--- config.mk ---
export PLATFORM = sky130hd
export DESIGN_NAME = fixed_point_sigmoid_silu_core
export DESIGN_NICKNAME = d
export VERILOG_FILES = /design/src/rtl/fpss_pkg.sv /design/src/rtl/fixed_point_sigmoid_silu_core.sv
export SDC_FILE = /design/constraint.sdc
export NUM_CORES = 2
export LEC_CHECK = 0
export BUFFER_PORTS_ARGS = -buffer_cell sky130_fd_sc_hd__buf_2
export CAP_MARGIN = 20
export CORE_MARGIN = 4
export CORE_UTILIZATION = 45
export CTS_CLUSTER_SIZE = 10
export DETAILED_ROUTE_END_ITERATION = 8
export GPL_TIMING_DRIVEN = 0
export HOLD_SLACK_MARGIN = 0.02
export MAX_ROUTING_LAYER = met4
export PLACE_DENSITY = 0.69
export SKIP_LAST_GASP = 1
export SYNTH_ARGS = -nofsm -noshare
export SYNTH_HDL_FRONTEND = slang
export SYNTH_SLANG_ARGS = --single-unit
export TNS_END_PERCENT = 20
--- constraint.sdc ---
create_clock -name clk -period 10.1 [get_ports clk]
set_input_delay 2.02 -clock clk [delete_from_list [all_inputs] [get_ports clk]]
set_output_delay 2.02 -clock clk [all_outputs]
set_load 0.05 [all_outputs]
--- src/rtl/fpss_pkg.sv ---
// Shared constants, types and functions for the fixed-point sigmoid / SiLU core.
// Holds the exp(-n) table, the divider step and the datapath widths.
// Depends on nothing.
`timescale 1ns / 1ps
`default_nettype none

package fpss_pkg;

	localparam int X_W       = 32;
	localparam int FRAC_BITS = 12;
	localparam int ONE_SCALE = 4096;
	localparam int SIG_W     = 13;
	localparam int F_W       = FRAC_BITS;
	localparam int Q_W       = X_W - FRAC_BITS;
	localparam int R_W       = FRAC_BITS + 1;
	localparam int E_W       = 13;
	localparam int DIFF_W    = 12;
	localparam int PROD_W    = DIFF_W + F_W;
	localparam int D_W       = 14;
	localparam int N_W       = 25;
	localparam int REM_W     = D_W - 1;
	localparam int DIV_BITS  = 13;
	localparam int DIV_STEPS = 3;
	localparam int DIV_STAGES = (DIV_BITS + DIV_STEPS - 1) / DIV_STEPS;
	localparam int RS_W      = 26;

	localparam logic [D_W-1:0] ONE_D   = D_W'(ONE_SCALE);
	localparam logic [N_W-1:0] ONE_SQ  = N_W'(ONE_SCALE * ONE_SCALE);
	localparam logic signed [RS_W-1:0] HALF_RS = RS_W'(ONE_SCALE / 2);

	typedef struct packed {
		logic [REM_W-1:0]    rem;
		logic [DIV_BITS-1:0] nlo;
		logic [DIV_BITS-1:0] quo;
	} div_t;

	function automatic logic [E_W-1:0] exp_rom_at(input logic [3:0] idx);
		logic [E_W-1:0] v;
		case (idx)
			4'd0: v = 13'd4096;
			4'd1: v = 13'd1507;
			4'd2: v = 13'd554;
			4'd3: v = 13'd204;
			4'd4: v = 13'd75;
			4'd5: v = 13'd28;
			4'd6: v = 13'd10;
			4'd7: v = 13'd4;
			4'd8: v = 13'd1;
			default: v = 13'd0;
		endcase
		return v;
	endfunction

	function automatic div_t div_step(input div_t st, input logic [D_W-1:0] den);
		logic [D_W-1:0] t;
		div_t nx;
		t = {st.rem, st.nlo[DIV_BITS-1]};
		nx.nlo = {st.nlo[DIV_BITS-2:0], 1'b0};
		if (t >= den) begin
			nx.rem = REM_W'(t - den);
			nx.quo = {st.quo[DIV_BITS-2:0], 1'b1};
		end else begin
			nx.rem = t[REM_W-1:0];
			nx.quo = {st.quo[DIV_BITS-2:0], 1'b0};
		end
		return nx;
	endfunction

endpackage

`default_nettype wire

--- src/rtl/fixed_point_sigmoid_silu_core.sv ---
// Top level of the fixed-point sigmoid / SiLU core: table lookup, interpolation,
// pipelined restoring divider and SiLU product stages.
// Depends on fpss_pkg.
`timescale 1ns / 1ps
`default_nettype none

// Usage:
//   Input channel x_valid / x_stall carries one signed Q19.12 value per beat
//   on x_value. Output channel result_valid / result_stall carries one beat
//   per input beat with sigmoid_value (0..4096, 4096 = 1.0) and silu_value
//   (x times sigmoid, 12 fraction bits). A beat moves on a rising edge with
//   valid high and stall low.
//   From input beat to result_valid the pipeline has one stage for the exp
//   table lookup, one for the interpolation multiply, one to form the divider
//   operands, five for the 13-bit restoring divider at up to three quotient
//   bits per stage, and two for the SiLU multiply and rounding.
//   Throughput is one beat per cycle while the receiver does not stall; every
//   stage is a register with its own valid bit.
//   When the receiver stalls, the result register holds and the stages behind
//   it keep filling empty slots; x_stall rises once no slot is free.
//   Asynchronous reset clears all valid bits; the pipeline is empty and ready
//   once reset is released.
module fixed_point_sigmoid_silu_core (
	input  wire logic                          clk,
	input  wire logic                          arst_n,
	input  wire logic                          x_valid,
	output logic                               x_stall,
	input  wire logic signed [fpss_pkg::X_W-1:0] x_value,
	output logic                               result_valid,
	input  wire logic                          result_stall,
	output logic [fpss_pkg::SIG_W-1:0]         sigmoid_value,
	output logic signed [fpss_pkg::X_W-1:0]    silu_value
);
	import fpss_pkg::*;

	logic              neg_c, big_c;
	logic [X_W-1:0]    mag_c;
	logic [2:0]        n_c;
	logic [E_W-1:0]    lo_c, hi_c;
	logic [Q_W-1:0]    q_c;
	logic [R_W-1:0]    r_c;

	logic              vld_s1, en_s1;
	logic              neg_s1, big_s1;
	logic [E_W-1:0]    lo_s1;
	logic [DIFF_W-1:0] diff_s1;
	logic [F_W-1:0]    f_s1;
	logic [Q_W-1:0]    q_s1;
	logic [R_W-1:0]    r_s1;

	logic              vld_s2, en_s2;
	logic              neg_s2, big_s2;
	logic [E_W-1:0]    lo_s2;
	logic [PROD_W-1:0] prod_s2;
	logic [Q_W-1:0]    q_s2;
	logic [R_W-1:0]    r_s2;

	logic [E_W-1:0]    e_c;
	logic [D_W-1:0]    d_c;
	logic [N_W-1:0]    num_c;

	div_t              div_s  [0:DIV_STAGES];
	div_t              div_nx [1:DIV_STAGES];
	logic [D_W-1:0]    den_s  [0:DIV_STAGES-1];
	logic [Q_W-1:0]    qd_s   [0:DIV_STAGES];
	logic [R_W-1:0]    rd_s   [0:DIV_STAGES];
	logic              vld_div_s [0:DIV_STAGES];
	logic              en_div    [0:DIV_STAGES];

	logic              vld_s9, en_s9;
	logic signed [Q_W+SIG_W:0]   qs_full;
	logic signed [R_W+SIG_W:0]   rs_full;
	logic signed [X_W-1:0]       qs_s9;
	logic signed [RS_W-1:0]      rs_s9;
	logic [SIG_W-1:0]            sig_s9;

	logic              vld_s10, en_s10;
	logic signed [RS_W-1:0]      rv_c;
	logic [RS_W-1:0]             rm_c;
	logic [RS_W-FRAC_BITS-1:0]   tm_c;
	logic [SIG_W-1:0]            sig_s10;
	logic signed [X_W-1:0]       silu_s10;

	// ready chain, back to front
	always_comb begin
		en_s10 = !vld_s10 || !result_stall;
		en_s9  = !vld_s9 || en_s10;
		en_div[DIV_STAGES] = !vld_div_s[DIV_STAGES] || en_s9;
		for (int k = DIV_STAGES - 1; k >= 0; k--) begin
			en_div[k] = !vld_div_s[k] || en_div[k+1];
		end
		en_s2 = !vld_s2 || en_div[0];
		en_s1 = !vld_s1 || en_s2;
	end

	assign x_stall = !en_s1;

	// stage 1: magnitude, table lookup, truncating split into q and r
	always_comb begin
		neg_c = x_value[X_W-1];
		mag_c = neg_c ? (X_W'(0) - x_value) : x_value;
		big_c = |mag_c[X_W-1:FRAC_BITS+3];
		n_c   = mag_c[FRAC_BITS+2:FRAC_BITS];
		lo_c  = exp_rom_at({1'b0, n_c});
		hi_c  = exp_rom_at({1'b0, n_c} + 4'd1);
		q_c   = neg_c ? (Q_W'(0) - mag_c[X_W-1:FRAC_BITS]) : mag_c[X_W-1:FRAC_BITS];
		r_c   = neg_c ? (R_W'(0) - {1'b0, mag_c[FRAC_BITS-1:0]})
		              : {1'b0, mag_c[FRAC_BITS-1:0]};
	end

	always_ff @(posedge clk or negedge arst_n) begin
		if (!arst_n) begin
			vld_s1 <= 1'b0;
		end else if (en_s1) begin
			vld_s1 <= x_valid;
		end
	end

	always_ff @(posedge clk) begin
		if (en_s1) begin
			neg_s1  <= neg_c;
			big_s1  <= big_c;
			lo_s1   <= lo_c;
			diff_s1 <= DIFF_W'(lo_c - hi_c);
			f_s1    <= mag_c[FRAC_BITS-1:0];
			q_s1    <= q_c;
			r_s1    <= r_c;
		end
	end

	// stage 2: interpolation product
	always_ff @(posedge clk or negedge arst_n) begin
		if (!arst_n) begin
			vld_s2 <= 1'b0;
		end else if (en_s2) begin
			vld_s2 <= vld_s1;
		end
	end

	always_ff @(posedge clk) begin
		if (en_s2) begin
			neg_s2  <= neg_s1;
			big_s2  <= big_s1;
			lo_s2   <= lo_s1;
			prod_s2 <= {{F_W{1'b0}}, diff_s1} * {{DIFF_W{1'b0}}, f_s1};
			q_s2    <= q_s1;
			r_s2    <= r_s1;
		end
	end

	// stage 3: exp value, divisor and rounded numerator
	always_comb begin
		e_c   = big_s2 ? '0 : E_W'(lo_s2 - {1'b0, prod_s2[PROD_W-1:FRAC_BITS]});
		d_c   = ONE_D + {1'b0, e_c};
		num_c = (neg_s2 ? {e_c, {FRAC_BITS{1'b0}}} : ONE_SQ) + N_W'(d_c >> 1);
	end

	// divider stages: up to three quotient bits each
	always_comb begin
		for (int k = 1; k <= DIV_STAGES; k++) begin
			div_nx[k] = div_s[k-1];
			for (int j = 0; j < DIV_STEPS; j++) begin
				if (((k - 1) * DIV_STEPS + j) < DIV_BITS) begin
					div_nx[k] = div_step(div_nx[k], den_s[k-1]);
				end
			end
		end
	end

	always_ff @(posedge clk or negedge arst_n) begin
		if (!arst_n) begin
			for (int k = 0; k <= DIV_STAGES; k++) begin
				vld_div_s[k] <= 1'b0;
			end
		end else begin
			if (en_div[0]) begin
				vld_div_s[0] <= vld_s2;
			end
			for (int k = 1; k <= DIV_STAGES; k++) begin
				if (en_div[k]) begin
					vld_div_s[k] <= vld_div_s[k-1];
				end
			end
		end
	end

	always_ff @(posedge clk) begin
		if (en_div[0]) begin
			div_s[0].rem <= {1'b0, num_c[N_W-1:DIV_BITS]};
			div_s[0].nlo <= num_c[DIV_BITS-1:0];
			div_s[0].quo <= '0;
			den_s[0]     <= d_c;
			qd_s[0]      <= q_s2;
			rd_s[0]      <= r_s2;
		end
		for (int k = 1; k <= DIV_STAGES; k++) begin
			if (en_div[k]) begin
				div_s[k] <= div_nx[k];
				qd_s[k]  <= qd_s[k-1];
				rd_s[k]  <= rd_s[k-1];
			end
		end
		for (int k = 1; k < DIV_STAGES; k++) begin
			if (en_div[k]) begin
				den_s[k] <= den_s[k-1];
			end
		end
	end

	// stage 9: SiLU partial products
	always_comb begin
		qs_full = $signed(qd_s[DIV_STAGES]) * $signed({1'b0, div_s[DIV_STAGES].quo});
		rs_full = $signed(rd_s[DIV_STAGES]) * $signed({1'b0, div_s[DIV_STAGES].quo});
	end

	always_ff @(posedge clk or negedge arst_n) begin
		if (!arst_n) begin
			vld_s9 <= 1'b0;
		end else if (en_s9) begin
			vld_s9 <= vld_div_s[DIV_STAGES];
		end
	end

	always_ff @(posedge clk) begin
		if (en_s9) begin
			qs_s9  <= qs_full[X_W-1:0];
			rs_s9  <= rs_full[RS_W-1:0];
			sig_s9 <= div_s[DIV_STAGES].quo;
		end
	end

	// stage 10: add half to the fraction product, truncate toward zero and sum
	always_comb begin
		rv_c = rs_s9 + HALF_RS;
		rm_c = rv_c[RS_W-1] ? (RS_W'(0) - rv_c) : rv_c;
		tm_c = rm_c[RS_W-1:FRAC_BITS];
	end

	always_ff @(posedge clk or negedge arst_n) begin
		if (!arst_n) begin
			vld_s10 <= 1'b0;
		end else if (en_s10) begin
			vld_s10 <= vld_s9;
		end
	end

	always_ff @(posedge clk) begin
		if (en_s10) begin
			sig_s10  <= sig_s9;
			silu_s10 <= rv_c[RS_W-1] ? (qs_s9 - X_W'(tm_c)) : (qs_s9 + X_W'(tm_c));
		end
	end

	assign result_valid  = vld_s10;
	assign sigmoid_value = sig_s10;
	assign silu_value    = silu_s10;

endmodule

`default_nettype wire

* Yosys cells after proc, flatten, opt, wreduce, memory -nomap -nowiden
Memories as Yosys holds them, arrays and structs flattened.
Index checks and enable logic that the tools add are counted.
** Word-level totals
- Register bits :: 270
- Memory bits (writable) :: 502
- Bits in read-only memories :: 288
- Input bits :: 36
- Output and inout port bits :: 47
- Logic and storage cells :: 144
- Memories :: 6
** Cells by class
- $add $sub $neg :: 25
- Multipliers :: 3
- Order comparisons :: 13
- Mux-type cells :: 45
- Reductions and logical operators :: 23
** Memory list
- div_s :: words 6, bits a word 39, read ports 6, clocked after memory_dff 0, write ports 6, line fixed_point_sigmoid_silu_core.sv:62 : div_t div_s [0:DIV_STAGES];
- (no name shown) :: words 16, bits a word 12, read ports 1, clocked after memory_dff 0, write ports 0, line fpss_pkg.sv:39 : case (idx)
- qd_s :: words 6, bits a word 20, read ports 6, clocked after memory_dff 0, write ports 6, line fixed_point_sigmoid_silu_core.sv:65 : logic [Q_W-1:0] qd_s [0:DIV_STAGES];
- (no name shown) :: words 8, bits a word 12, read ports 1, clocked after memory_dff 0, write ports 0, line fpss_pkg.sv:39
- rd_s :: words 6, bits a word 13, read ports 6, clocked after memory_dff 0, write ports 6, line fixed_point_sigmoid_silu_core.sv:66 : logic [R_W-1:0] rd_s [0:DIV_STAGES];
- den_s :: words 5, bits a word 14, read ports 5, clocked after memory_dff 0, write ports 5, line fixed_point_sigmoid_silu_core.sv:64 : logic [D_W-1:0] den_s [0:DIV_STAGES-1];
** Operators by type and width (number)
- 14-bit greater-or-equal comparator :: 13
- 13-bit 2-to-1 mux :: 14
- 13-bit subtractor :: 13
- 32-bit 2-to-1 mux :: 2
- 32-bit by 14-bit adder with 32-bit output :: 1
- 20-bit by 14-bit multiplier with 32-bit output :: 1
- 1-bit by 32-bit subtractor with 32-bit output, first input constant :: 1
- 32-bit by 14-bit subtractor with 32-bit output :: 1
- 26-bit by 13-bit adder with 26-bit output, second input constant :: 1
- 13-bit by 14-bit multiplier with 26-bit output :: 1
- 26-bit 2-to-1 mux :: 1
- 1-bit by 26-bit subtractor with 26-bit output, first input constant :: 1
- 25-bit by 13-bit adder with 25-bit output :: 1
- 1-bit 2-to-1 mux :: 25
- 25-bit 2-to-1 mux :: 1
- 12-bit by 12-bit multiplier with 24-bit output :: 1
- 20-bit 2-to-1 mux :: 1
- 1-bit by 20-bit subtractor with 20-bit output, first input constant :: 1
- 17-bit OR reduction :: 1
- 13-bit by 13-bit adder with 14-bit output, first input constant :: 1
- 1-bit by 12-bit subtractor with 13-bit output, first input constant :: 1
- 13-bit by 12-bit subtractor with 13-bit output :: 1
- 1-bit logical NOT :: 12
- 12-bit 2-to-1 mux :: 1
- other kinds (3) :: 12

* Depth between registers and ports, before layout
- Depth in word-level cells :: 12
- Gate-level depth with buffers :: 39
- Gate-level depth less buffers :: 36

* Worst setup path before layout
OpenSTA, ideal clock, no wires.
- Kind :: input-to-output
- Start point :: input result_stall
- End point :: output x_stall
- Data arrival time :: 7753 ps
- Data required time :: 8080 ps
- Setup slack :: 327 ps
- Cell stages on the path :: 6
- Buffers on the path :: 0
- Cells stage by stage :: and3_1 > and3_1 > nand4_1 > nor2_1 > nand3_1 > inv_1
** RTL lines
- start: declaration :: line fixed_point_sigmoid_silu_core.sv:30 : input wire logic result_stall,
- end: declaration :: line fixed_point_sigmoid_silu_core.sv:27 : output logic x_stall,

==> results.md <==
Placed design:
- The count of buffers added on input and output ports is 76.
- The final HPWL from detailed placement is 100 mm.
- The congestion estimate from routability-driven global placement came to 0.931.
- Before CTS, the worst setup slack after placement is -0.106 ns.

Finish:
- From synthesis to final layout, the design area changed by 9.23%.
- Cells fill 49.6% of the core in the end.
- The fraction of final layout cells with drive strength greater than 1 is 7.17%.
- The number of filler instances in the final layout is 10500.
- At the end of the flow, the number of nets in the layout was 6082.
- The most common cell after layout, fill and taps aside is sky130_fd_sc_hd__inv_1.
- The top cell types in the final layout, fill and taps aside, are sky130_fd_sc_hd__inv_1 (725), sky130_fd_sc_hd__edfxtp_1 (618), sky130_fd_sc_hd__nand2_1 (510), sky130_fd_sc_hd__ha_1 (472), sky130_fd_sc_hd__fa_1 (471).

Route:
- In the routed layout, each cell is associated on average with a via count of 5.34.
- Before antenna repair, the detailed router went through 6 iterations.
- After detailed routing, the number of remaining DRC violations is 0.
- The number of nets with antenna violations after detailed routing is 0.
- The average detailed-routed wire length per instance is 18.8 microns.
- After detailed routing, the total wire length is 125 mm.
- The final route contains 35600 vias.
- In this run, the number of DRC markers left after iteration 0 of detailed routing was 2250.

Clock tree:
- The root buffer cell chosen for the clock tree is sky130_fd_sc_hd__clkbuf_16.
- The hold buffer count at cts is 0.
- The longest clock path from root to sink contains 3 buffers.
- The total CTS buffers is 77.
- The clock tree from TritonCTS is yes.
- The clock latency on the worst-skew pair is 0.64 ns.
- The H-tree generated during clock tree synthesis spans 3 levels.
- The clock edge transition at the registers on the reported setup and hold paths is 0.05 ns.
- The TritonCTS sink count is 628.

Critical path:
- The element type at the critical path start is a register.
- The category of the most critical setup path is reg2reg.
- The slowest stage of the critical path is the sky130_fd_sc_hd__o41ai_2 cell.
- The buffers plus inverters on the worst setup path is 7.
- The arrival time at the worst endpoint is 9.93 ns.
- Of all nets on the critical path, the largest fanout is 10.
- Counting stages on the worst path, the most repeated cell is sky130_fd_sc_hd__a21oi_1.
- The critical path's largest stage delay is 0.66 ns.
- The kind of cell with the highest combined delay along the critical path is compound AO/OA/AOI/OAI gates.
- STA classifies the critical path endpoint as a register.
- STA puts the critical path data required time at 10.49 ns.

Synth:
- The fraction of post-synthesis cell area in the top cell type by area is 35.1%.
- The mean instance size in the synthesized netlist is 10.7 sq um.
- The net count of the mapped netlist is 5914.
- The count of unique library cells instantiated by Yosys is 102.
- The most used flip-flop cell after synthesis is sky130_fd_sc_hd__edfxtp_1.
- After synthesis, flip-flops and latches occupy 35.5% of the total area.
- Counting flops with a built-in enable in the synthesized netlist gives 618.
- Sorting the synthesized cells by area gives the leading types as sky130_fd_sc_hd__edfxtp_1 (35%), sky130_fd_sc_hd__fa_1 (18%), sky130_fd_sc_hd__ha_1 (11%).
- In this run the cell area of the synthesized design comes to 52900 sq um.
- The synthesized design spends more area on one cell type than any other, namely sky130_fd_sc_hd__edfxtp_1.
- Synthesis produced 4935 cells.
- The post-synthesis async set-or-reset flop share is 1.59%.
- The post-synthesis sequential element count is 628.
- The number of synthesis warnings is 0.

Timing:
- The worst pin sits at a relative slew slack of 31.9%.
- The final-report max-slew violation count is 0.
- The least setup slack across all paths after layout is 0.556 ns.
- The final setup violation count is 0.
- The post-route clock period utilization is 94.5%.
- The final critical delay including setup and external delays is 9.54 ns.
- The achievable clock frequency is 0.105 GHz.
- The number of hold violations in the final report came to 0.
- The final worst clock skew is 0.0294 ns.
- Setup repair after global routing could not meet its margin everywhere.
- The worst slack on hold paths is 0.389 ns.
- For the pin with the worst max-slew slack, the measured transition is 1.01 ns.

Global route:
- The number of antenna violations at the first check in global routing was 18.
- Across every metal layer, demand over resource in global routing totals 21.3%.
- The first-pass GRT wire length is 200 mm.
- After global routing the overflow that remains totals 0.
- Entering global routing, the biggest net connects 73 pins.
- The number of global-route vias before repair was 36500.

Run:
- The tool flagged a number of max-cap violations equal to 0.

Die:
- The die covers 123000 sq um.
- The I/O pin total is 83.
- The vertical die dimension is 351 microns.
- The horizontal extent of the die is 351 microns.
- The floorplan has 125 rows.
- Once the floorplan was initialized, standard cells occupied 45.4% of the core.
- In this run the standard cell core region covers 117000 sq um.

Run status:
- The flow ran to the end, and the final reports show no timing, DRC or antenna violations.

Min path:
- The worst hold-check path type is reg2reg.
[synth_stat cells (all sizes together) (99+ instances only)]
cell type and count:
a21oi 179, and2 232, fa 471, nand2 515, edfxtp 618, nor2 204, inv 729, clkbuf 134
mux2 100, ha 472, xnor2 212, o21ai 144, xor2 99
[area by class of cell]
cell class	instances	area [sq um]	share of cell area, %
sequential	628	18800	32.5
antenna	7	17.5	0.0303
timing repair buffer	89	611	1.06
tap	1524	1910	3.30
clock inverter	18	262	0.452
multi-input combinational	3425	30900	53.4
clock buffer	93	2010	3.47
buffer	152	611	1.06
inverter	730	2750	4.75
[state kept, by name, indices dropped and copies added (netlist names), 6 cells and up]
signal,flops
den_s,70
diff_s1,11
sigmoid_value,13
lo_s2,11
sig_s9,13
q_s2,20
lo_s1,11
silu_value,32
prod_s2,12
vld_div_s,6
r_s2,13
qd_s,120
div_s,108
rs_s9,26
qs_s9,32
r_s1,12
rd_s,78
q_s1,20
f_s1,12
[repair_timing]
| item | in CTS | in global routing |
|---|---|---|
| buffers inserted | 0 | 1 |
| pin swaps | 0 | 1 |
| endpoints found under the setup margin | 7 | 42 |
| resized for setup | 1 | 15 |
[cell families (layout without fill, tap and decap cells)]
family / Yosys count / after routing / synth area share, %
flops: 628 / 628 / 35.5
mux: 136 / 136 / 2.81
xor+xnor: 311 / 311 / 5.16
fa+ha+maj: 943 / 943 / 29.0
other cells: 0 / 7 / 0
simple gates: 1354 / 1354 / 12.6
compound gates: 681 / 681 / 8.61
buf+inv: 882 / 1082 / 6.32
[final timing paths]
check / cells after the start / slack [ns] / endpoint / from
max: 35 / 0.56 / div_s[3][29] / den_s[0][35]
max in group asynchronous: 1 / 8.69 / vld_div_s[0] / arst_n
min: 0 / 0.39 / div_s[5][4] / div_s[4][3]
min reg2reg: 0 / 0.39 / div_s[5][4] / div_s[4][3]
max reg2reg: 35 / 0.56 / div_s[3][29] / den_s[0][35]
min in group asynchronous: 1 / 1.23 / vld_div_s[1] / arst_n
[routing by layer]
| layer | GRT usage, % | vias up | routed length [microns] |
|---|---|---|---|
| met5 | - | - | 0 |
| met4 | 6.74 | 0 | 4540 |
| met3 | 2.82 | 253 | 6750 |
| met2 | 36.6 | 975 | 62400 |
| met1 | 26.1 | 17400 | 51700 |
| li1 | - | 17000 | - |
[per-stage QoR]
step / TNS, ns / instances / area (sq um)
5_1_grt: -0.248 / 6665 / 57800
6_report: 0 / 6666 / 57800
4_1_cts: 0 / 6657 / 57800
3_5_place_dp: -0.652 / 6546 / 55500
3_3_place_gp: -9.90 / 6535 / 55200
2_1_floorplan: 0 / 4935 / 52900
Power is left out: the tool's default activity adds up to more than one toggle a clock period on the data nets, which glitch-free logic cannot reach.
